==> src/sv/dd10_pkg.sv <==
// shared types, widths and powers-of-ten table for the decimal divider
`default_nettype none
package dd10_pkg;
  localparam int MAX_DIGITS = 34;
  localparam int DVD_W      = 226;
  localparam int DIV_W      = 113;
  localparam int QUO_W      = 128;
  localparam int POW_W      = 6;
  localparam int IN_W       = 232;
  localparam int OUT_W      = 136;

  localparam logic [1:0] RC_ZERO  = 2'd0;
  localparam logic [1:0] RC_BELOW = 2'd1;
  localparam logic [1:0] RC_HALF  = 2'd2;
  localparam logic [1:0] RC_ABOVE = 2'd3;

  typedef logic [DIV_W-1:0] div_t;
  typedef div_t pow_tab_t [0:MAX_DIGITS];

  // one item in flight through the divider
  typedef struct packed {
    logic              valid;
    logic [DVD_W-1:0]  dvd;
    div_t              div;
    div_t              rem;
    logic [QUO_W-1:0]  quo;
  } dd10_item_t;

  function automatic pow_tab_t make_pow10();
    pow_tab_t t;
    t[0] = div_t'(1);
    for (int k = 1; k <= MAX_DIGITS; k++) begin
      t[k] = div_t'(t[k-1] * div_t'(10));
    end
    return t;
  endfunction

  localparam pow_tab_t POW10 = make_pow10();
endpackage
`default_nettype wire

==> src/sv/dd10_round.sv <==
// final stage: compare remainder with half the divisor and register the result
`default_nettype none
module dd10_round (
  input  wire logic                        clk,
  input  wire logic                        rst,
  input  wire logic                        en,
  input  wire dd10_pkg::dd10_item_t        d,
  output logic                             valid,
  output logic [dd10_pkg::QUO_W-1:0]       quo,
  output logic [1:0]                       code
);
  dd10_pkg::div_t half;
  logic [1:0] code_next;

  // classify the remainder
  always_comb begin
    half = d.div >> 1;
    if (d.rem == '0) begin
      code_next = dd10_pkg::RC_ZERO;
    end else if (d.rem < half) begin
      code_next = dd10_pkg::RC_BELOW;
    end else if (d.rem == half) begin
      code_next = dd10_pkg::RC_HALF;
    end else begin
      code_next = dd10_pkg::RC_ABOVE;
    end
  end

  // output register
  always_ff @(posedge clk) begin
    if (rst) begin
      valid <= 1'b0;
    end else if (en) begin
      valid <= d.valid;
    end
    if (en) begin
      quo  <= d.quo;
      code <= code_next;
    end
  end
endmodule
`default_nettype wire

==> config.mk <==
export PLATFORM = sky130hd
export DESIGN_NAME = dd10_round
export DESIGN_NICKNAME = d
export VERILOG_FILES = /design/src/sv/dd10_pkg.sv /design/src/sv/dd10_round.sv
export SDC_FILE = /design/constraint.sdc
export NUM_CORES = 1
export LEC_CHECK = 0
export BUFFER_PORTS_ARGS = -buffer_cell sky130_fd_sc_hd__buf_2
export CAP_MARGIN = 20
export CORE_AREA = 2 2 282 284
export CTS_BUF_LIST = sky130_fd_sc_hd__clkbuf_4 sky130_fd_sc_hd__clkbuf_8
export CTS_CLUSTER_SIZE = 10
export DETAILED_ROUTE_END_ITERATION = 12
export DIE_AREA = 0 0 284 286
export PLACE_DENSITY_LB_ADDON = 0.08
export SLEW_MARGIN = 30
export SYNTH_ARGS = -nofsm -noshare
export SYNTH_HDL_FRONTEND = slang
export SYNTH_SLANG_ARGS = --single-unit
==> constraint.sdc <==
create_clock -name clk -period 4.25 [get_ports clk]
set_input_delay 0.2125 -clock clk [delete_from_list [all_inputs] [get_ports clk]]
set_output_delay 0.2125 -clock clk [all_outputs]
set_load 0.005 [all_outputs]
==> impl_metrics.toml <==
[synth]
synth_cell_types = 41
ys_seq_area_share_pct = 55.5
synth-async-reset-ratio_pct = 0
synth_edf_count = 130
synth_compound_gate_area_share_pct = 7.98
ys_ff_latch = 131
syn_inst = 575
synth_xor_area_share_pct = 0
synth_commonest_cells = "130 x edfxtp_1, 116 x inv_1, 112 x ha_1"
synth_top_cells_by_area = "edfxtp_1 55%, ha_1 20%, inv_1 6.2%"
synth_top_area_share_pct = 55.2
synth_area_um2 = 7070
synth_top_family_by_area = "adder cells"
yosys.area.top_type = "edfxtp_1"
synth_flop_cell = "edfxtp_1"
avgSynthCellArea_um2 = 12.3
synth_fp_nets = 1271
muxShareOfSynthArea_pct = 0.142
yosysMostFrequentCell = "edfxtp_1"
synth-simple-area-share_pct = 10.4
synth-adder-area-share_pct = 19.8
ys_warn_count = 0

[placed_design]
port_buffers = 487
hpwl_um = 34300
placed_area_um2 = 10900
place.gp.congestion = 0.765

[global_routing]
grt_pass1_wl_um = 54000
grt_usage_pct = 9.38
grt_max_degree = 81
antenna_found_initial = 19
grt_pass1_vias = 7573
grt_overflow = 0

[cts]
cts_root_buffer = "clkbuf_8"
cts_tree = "done"
cts_num_sinks = 131
cts_buffer_depth = 2
cts.htree.levels = 4
cts_buffers = 17
insertion_delay_ns = 0.46
cts.clk_slew.worst_paths_ns = 0.10

[floorplanning]
coreArea_um2 = 78400
ioPinCount = 715
die_w_um = 284
fp-row-count = 103
dieArea_um2 = 81200
fp.dieH_um = 286
initial_core_util_pct = 9.03

[worst_setup_path]
path_cells = "buf_2 > ha_1 > a21oi_1 > o21ai_0 > a22oi_1 > o211ai_1 > a211oi_1 > nand3_1 > a21oi_1"
end_kind = "register"
criticalPathCategory = "in2reg"
max_stage_delay_ns = 0.48
crit_required_ns = 4.49
crit_arrival_ns = 2.83
path_max_fanout = 2
critPathSlowestCell = "a211oi_1"
crit_top_cell = "a21oi_1"
crit_path_start_kind = "input port"

[timing]
whs_ns = 0.313
setup_viol = 0
worst_pin_slew_ns = 0.841
maxSlewViolCount = 0
rsz0062_at_grt = "false"
skew_ns = 0
max_slew_margin_pct = 44.0
fin_tns_setup_ns = 0
hold_violations = 0
clock.fmax_mhz = 387
fin_crit_sh_pct = 60.9
period_needed_ns = 2.59

[pwr]
pwr-share-comb_pct = 21.4
switching_share_pct = 28.9
p_int_mw = 2.44
p_leak_nw = 5.86
switching_power_mw = 0.991
p_clk_share_pct = 33.3
peakVddDrop_mv = 0.161
seqPwrFrac_pct = 45.3
powerDensity_nw_per_um2 = 273

[min_path]
hold_path_class = "in2reg"

[detailed_routing]
ant_nets = 0
post_drt_wl_per_cell_um = 17.1
routed_wl_um = 39000
drc = 0
dr.pass1.iters = 4
via_per_inst = 3.04
drtIter0Drc = 200
num_vias = 6925

[outcome]
run_status = "finished, final reports clean"

[job]
maxCapViolations = 0

[finish]
multi_input_area_um2 = 2710
area_growth_pct = 77.7
fill_cells = 9036
fin_nets = 1910
register_area_um2 = 3920
drive_above_1_share_pct = 43.4
fin_area_um2 = 12600
layout by cell type (no fill, tap or decap), types with 3 or more instances in the layout:
cell type / synthesis / layout
buf_2: 0 / 486
edfxtp_1: 130 / 130
dlygate4sd3_1: 0 / 130
inv_1: 116 / 116
ha_1: 112 / 112
a21oi_1: 39 / 39
nor4_1: 25 / 25
nand4_1: 24 / 24
nand2_1: 23 / 23
a21o_1: 19 / 19
clkbuf_8: 0 / 17
nor2_1: 13 / 13
nand3_1: 12 / 12
o21ai_0: 9 / 9
nor3_1: 6 / 6
inv_6: 0 / 6
a221oi_1: 5 / 5
or4_1: 5 / 5
diode_2: 0 / 4
a211oi_1: 3 / 3
o21ai_1: 3 / 3
buf_4: 0 / 3
final cells by class:
| class | instances | area share [%] |
|---|---|---|
| diodes | 4 | 0.0796 |
| clock buffers | 17 | 1.86 |
| clock inverters | 15 | 1.36 |
| inverters | 116 | 3.46 |
| multi-input cells | 328 | 21.6 |
| flip-flops and latches | 131 | 31.2 |
| well taps | 1050 | 10.5 |
| repair buffers | 620 | 30.0 |
per-layer routing:
layer	up-vias	routed length (µm)	track usage [%]	part of all wire, %
li1	3424	-	-	-
met1	3124	17000	11.5	44
met2	322	18400	16.0	47
met3	35	3090	3.17	7.9
met4	20	326	1.86	0.84
met5	-	111	0	0.28
repair_timing:
item                      CTS  global route
gates resized for setup     0             0
hold endpoints to repair  129             0
hold buffers              130             0
buffers inserted            0             0
logic make-up after synthesis:
family,count (synthesis)
compound gates,91
simple gates,124
buf+inv,116
fa+ha+maj,112
flops,131
mux,1
path summary, 6_finish.rpt:
check,to,depth (start not counted),from,slack (ns)
max,code[0]$_SDFFCE_PP0P_,9,d[164],1.66
min,quo[11]$_DFFE_PP_,1,en,0.31
max reg2reg,valid$_SDFFE_PP0P_,3,valid$_SDFFE_PP0P_,3.10
min reg2reg,valid$_SDFFE_PP0P_,3,valid$_SDFFE_PP0P_,1.07
state kept, by name (all words and copies together) (netlist names):
register,count
quo,128
code,2
valid,1
stage by stage:
stage / setup slack, ns / cells / utilization, % / total power, mW
after global placement: 0.836 / 2115 / 13.8 / 2.25
after CTS: 1.37 / 2277 / 16.0 / 3.55
after global routing: 1.23 / 2279 / 16.0 / 3.66
after detailed placement: 0.828 / 2115 / 13.8 / 2.24
after floorplan: 2.21 / 575 / - / 1.80
final: 1.66 / 2281 / 16.0 / 3.43
power groups by stage:
stage / Combinational (mW) / Clock, mW / Sequential [mW]
4_1_cts: 0.766 / 1.23 / 1.56
6_report: 0.735 / 1.14 / 1.55
2_1_floorplan: 0.194 / 0 / 1.60
3_3_place_gp: 0.665 / 0 / 1.59
3_5_place_dp: 0.658 / 0 / 1.59
5_1_grt: 0.833 / 1.26 / 1.56
critical path: cells and delay by family:
| kind | cells | cell delay, ns |
|---|---|---|
| buffers and inverters | 1 | 0.11 |
| adder cells (fa/ha/maj) | 1 | 0.30 |
| AO/OA/AOI/OAI | 6 | 2.06 |
| AND/OR/NAND/NOR | 1 | 0.13 |
Power figures use the tool's default switching activity.
