**config.mk**
```make
export PLATFORM = sky130hd
export DESIGN_NAME = dd10_stage
export DESIGN_NICKNAME = d
export VERILOG_FILES = /design/src/sv/dd10_pkg.sv /design/src/sv/dd10_stage.sv
export SDC_FILE = /design/constraint.sdc
export NUM_CORES = 1
export LEC_CHECK = 0
export BUFFER_PORTS_ARGS = -buffer_cell sky130_fd_sc_hd__buf_4
export CAP_MARGIN = 20
export CORE_AREA = 2 2 457 459
export DETAILED_ROUTE_END_ITERATION = 8
export DIE_AREA = 0 0 459 461
export GPL_TIMING_DRIVEN = 0
export PLACE_DENSITY = 0.39
export SYNTH_ARGS = -nofsm -noshare
export SYNTH_HDL_FRONTEND = slang
export SYNTH_SLANG_ARGS = --single-unit
```
**constraint.sdc**
```tcl
create_clock -name clk -period 4.8 [get_ports clk]
set_clock_uncertainty 0.1 [all_clocks]
set_input_delay 0.24 -clock clk [delete_from_list [all_inputs] [get_ports clk]]
set_output_delay 0.24 -clock clk [all_outputs]
set_load 0.03 [all_outputs]
```
**src/sv/dd10_pkg.sv**
```systemverilog
// shared types, widths and powers-of-ten table for the decimal divider
`default_nettype none
package dd10_pkg;
  localparam int MAX_DIGITS = 34;
  localparam int DVD_W      = 226;
  localparam int DIV_W      = 113;
  localparam int QUO_W      = 128;
  localparam int POW_W      = 6;
  localparam int IN_W       = 232;
  localparam int OUT_W      = 136;

  localparam logic [1:0] RC_ZERO  = 2'd0;
  localparam logic [1:0] RC_BELOW = 2'd1;
  localparam logic [1:0] RC_HALF  = 2'd2;
  localparam logic [1:0] RC_ABOVE = 2'd3;

  typedef logic [DIV_W-1:0] div_t;
  typedef div_t pow_tab_t [0:MAX_DIGITS];

  // one item in flight through the divider
  typedef struct packed {
    logic              valid;
    logic [DVD_W-1:0]  dvd;
    div_t              div;
    div_t              rem;
    logic [QUO_W-1:0]  quo;
  } dd10_item_t;

  function automatic pow_tab_t make_pow10();
    pow_tab_t t;
    t[0] = div_t'(1);
    for (int k = 1; k <= MAX_DIGITS; k++) begin
      t[k] = div_t'(t[k-1] * div_t'(10));
    end
    return t;
  endfunction

  localparam pow_tab_t POW10 = make_pow10();
endpackage
`default_nettype wire

```
**src/sv/dd10_stage.sv**
```systemverilog
// one restoring division step with its pipeline register
`default_nettype none
module dd10_stage (
  input  wire logic               clk,
  input  wire logic               rst,
  input  wire logic               en,
  input  wire dd10_pkg::dd10_item_t d,
  output dd10_pkg::dd10_item_t    q
);
  logic [dd10_pkg::DIV_W:0] shifted;
  logic [dd10_pkg::DIV_W+1:0] diff;
  logic take;
  dd10_pkg::dd10_item_t q_next;

  // shift in the next dividend bit and try the subtract
  always_comb begin
    shifted = {d.rem, d.dvd[dd10_pkg::DVD_W-1]};
    diff    = {1'b0, shifted} - {2'b00, d.div};
    take    = !diff[dd10_pkg::DIV_W+1];
    q_next.valid = d.valid;
    q_next.dvd   = {d.dvd[dd10_pkg::DVD_W-2:0], 1'b0};
    q_next.div   = d.div;
    q_next.rem   = take ? diff[dd10_pkg::DIV_W-1:0] : shifted[dd10_pkg::DIV_W-1:0];
    q_next.quo   = {d.quo[dd10_pkg::QUO_W-2:0], take};
  end

  // payload moves with the pipeline, valid is reset
  always_ff @(posedge clk) begin
    if (rst) begin
      q.valid <= 1'b0;
    end else if (en) begin
      q.valid <= q_next.valid;
    end
    if (en) begin
      q.dvd <= q_next.dvd;
      q.div <= q_next.div;
      q.rem <= q_next.rem;
      q.quo <= q_next.quo;
    end
  end
endmodule
`default_nettype wire

```
==> reports/metrics.yaml <==
port_buffers: 1162
globalplace.congestion: 0.8370
dpl_cell_area_um2: 38970
max_freq_mhz: 207.5
synthFlopType: "edfxtp_1"
switching_share_pct: 33.39
synth_edf_count: 579
drt_iter0_drc: 1774
drc: 0
ios: 1165
ys_seq_elements: 580
p_comb_share_pct: 27.0
crit_chain: "dlygate4sd3_1 > buf_4 > ha_1 > a21oi_1 > nand2_1 > a221oi_1 > a221oi_1 > buf_4 > o21ai_0 > nand3_1 > o2111ai_2 > a2111oi_1 > buf_2 > or3_1 > a211o_1 > o221a_2"
cts_htree_levels: 3
crit_type: "in -> reg"
slowest_stage: "dlygate4sd3_1"
grt_start_max_net_pins: 110
worstMarginPinSlew_ns: 0.9200
synth-seq-area-share_pct: 65.20
r2r_slack_ns: 3.55
maxSlewViolCount: 0
grt_pass1_wl_um: 252000
core_area_um2: 206400
path_max_fanout: 5
drt_pass1_iterations: 6
grt_usage_pct: 18.00
die_area_um2: 211600
cts.path.max_buffers: 3
drtAntennaViolNets: 0
p_leak_nw: 19.55
dieWidth_um: 459
nets: 4626
holdWs_ns: -0.3762
cts_sinks: 580
finalHoldViolCount: 2
ctsRootBufferMaster: "clkbuf_16"
critPathMaxStageDelay_ns: 0.59
netlist_area_um2: 26700
std_cell_rows: 167
die_y_um: 461
largest_reg_flops: 580
biggestRegsByFlops: "q (580)"
critPathLaunchType: "input port"
synth_area_per_cell_um2: 12.76
timing.max_cap.violations: 0
grt_pass1_vias: 25980
initial_core_util_pct: 12.93
cp-end-kind: "register"
drt-total-wl_um: 198700
p_per_area_nw_per_um2: 371.3
yosysWarnings: 0
vias: 25530
status: "complete, but fails checks"
finalPower_mw: 17.74
clkPwrFrac_pct: 37.5
hold_path_class: "in -> reg"
synth_cells: 2093
worst_ep_required_time_ns: 5.17
p_sw_mw: 5.921
antenna_found_initial: 120
min_period_ns: 4.818
syn-num-nets: 2791
overflow: 0
layout_setup_ws_ns: -0.01813
relSlewSlack_pct: 38.02
violations: "negative hold slack, negative setup slack"
cts-buffers-inserted: 83
peakVddDrop_v: 0.0002463
path_clk_slew_ns: 0.06
finalSetupViolCount: 1
viasPerCell: 3.786
power.share.sequential_pct: 35.6
cts_tree: "done"
clock_latency_ns: 0.71
ys_types: 73
wire_per_inst_um: 29.47
cell_internal_pwr_mw: 11.81
fin_area_um2: 47770
top_register: "q"
cp.arrival_ns: 5.19
dp_hpwl_um: 167700
ys_async_sr_fraction_pct: 0
syn_to_final_growth_pct: 78.93
finalCritPeriodShare_pct: 100.4
drive_gt1_share_pct: 34.47
-- through the flow --
step	setup WS (ns)	hold WS [ns]	util, %	setup TNS (ns)	std cells
floorplan	1.202	0.2124	-	0	2093
global placement	-2.577	0.3020	18.80	-1426.08	5959
detailed placement	-0.8364	0.3073	18.88	-27.67	5967
CTS	0.004587	-0.4615	23.05	0	6693
global route	-0.003614	-0.4428	23.11	-0.003614	6719
finish	-0.01813	-0.3762	23.14	-0.01813	6742
-- cells by family (layout without fill, tap and decap cells) --
| logic type | Yosys count | count (layout) | synth area share (%) |
|---|---|---|---|
| flops | 580 | 580 | 65.20 |
| compound gates | 543 | 543 | 12.34 |
| simple gates | 479 | 479 | 8.281 |
| buf+inv | 245 | 2144 | 3.946 |
| fa+ha+maj | 114 | 114 | 5.371 |
| xor+xnor | 105 | 105 | 3.445 |
| mux | 26 | 26 | 1.406 |
| other cells | 1 | 47 | 0.01405 |
-- synth_stat cells, types with 8 or more instances --
cell / n / area [µm²]
a211oi_1: 8 / 60.06
a21o_1: 45 / 337.8
a21oi_1: 253 / 1266
a31oi_1: 10 / 62.56
buf_2: 14 / 70.07
buf_6: 15 / 168.9
clkbuf_1: 53 / 198.9
edfxtp_1: 579 / 17390
ha_1: 113 / 1414
inv_1: 162 / 608.1
mux2_4: 23 / 345.3
nand2_1: 126 / 473.0
nand2b_1: 10 / 62.56
nand3_1: 17 / 85.08
nand4_1: 61 / 381.6
nor2_1: 186 / 698.2
nor2b_1: 10 / 62.56
nor3_1: 20 / 100.1
nor4_1: 10 / 62.56
o211ai_1: 11 / 82.58
o21a_1: 14 / 105.1
o21ai_0: 94 / 470.5
o21bai_1: 39 / 292.8
o31ai_1: 10 / 75.07
or3_1: 8 / 50.05
xnor2_1: 72 / 630.6
xor2_1: 33 / 289.0
-- power groups by stage --
stage / clock, mW / sequential, mW / combinational (mW)
global placement: 0 / 6.46 / 4.37
CTS: 6.92 / 6.31 / 4.89
finish: 6.64 / 6.31 / 4.79
detailed placement: 0 / 6.40 / 4.37
floorplan: 0 / 7.37 / 1.09
global route: 7.05 / 6.35 / 5.05
-- worst max-delay path, delay by kind of cell --
kind                       cells  cell delay [ns]
AOI/OAI and AO/OA              8             2.51
adders and majority gates      1             0.36
buffers and inverters          4             1.18
and+or+nand+nor                3             0.88
-- metal layers --
layer	track usage, %	up-vias	routed length, µm
met5	0	-	277
met4	6.695	48	8836
met3	5.380	312	14340
met2	32.39	1064	100700
met1	19.84	12600	74560
li1	-	11500	-
-- layout make-up --
class	count	area (µm²)
well taps	2704	3383
flip-flops and latches	580	17410
diodes	46	115.1
fillers	22290	158700
plain buffers	82	441.7
clock inverters	57	728.2
multi-input cells	1268	8273
repair buffers	1751	14700
clock buffers	92	2111
inverters	162	608.1
-- placed cells by master (no fill, tap or decap), types with 11 or more instances in the layout --
cell,count
xnor2_1,72
clkinv_1,14
nand2_1,126
buf_2,15
ha_1,113
bufinv_16,13
mux2_4,23
inv_1,162
o21a_1,14
xor2_1,33
edfxtp_1,579
o211ai_1,11
dlygate4sd3_1,580
clkbuf_1,61
o21bai_1,39
a21o_1,45
clkbuf_16,83
nor3_1,19
nand4_1,61
buf_4,1165
o21ai_0,94
buf_6,15
nand3_1,17
nor2_1,186
a21oi_1,252
clkinv_2,15
diode_2,46
-- final timing paths --
check         start     end  cells after the start
max reg2reg  q[580]  q[580]                      3
min          d[242]  q[242]                      1
max          d[138]  q[237]                     16
min reg2reg  q[580]  q[580]                      3
-- timing repair --
item	in CTS	in global routing
endpoints found under the hold margin	640	5
hold buffers	577	3
pin swaps	0	1
cloned	0	0
buffers inserted	0	1
setup endpoints to repair	1	12
resized for setup	1	7
(Power assumes the default switching activity.)
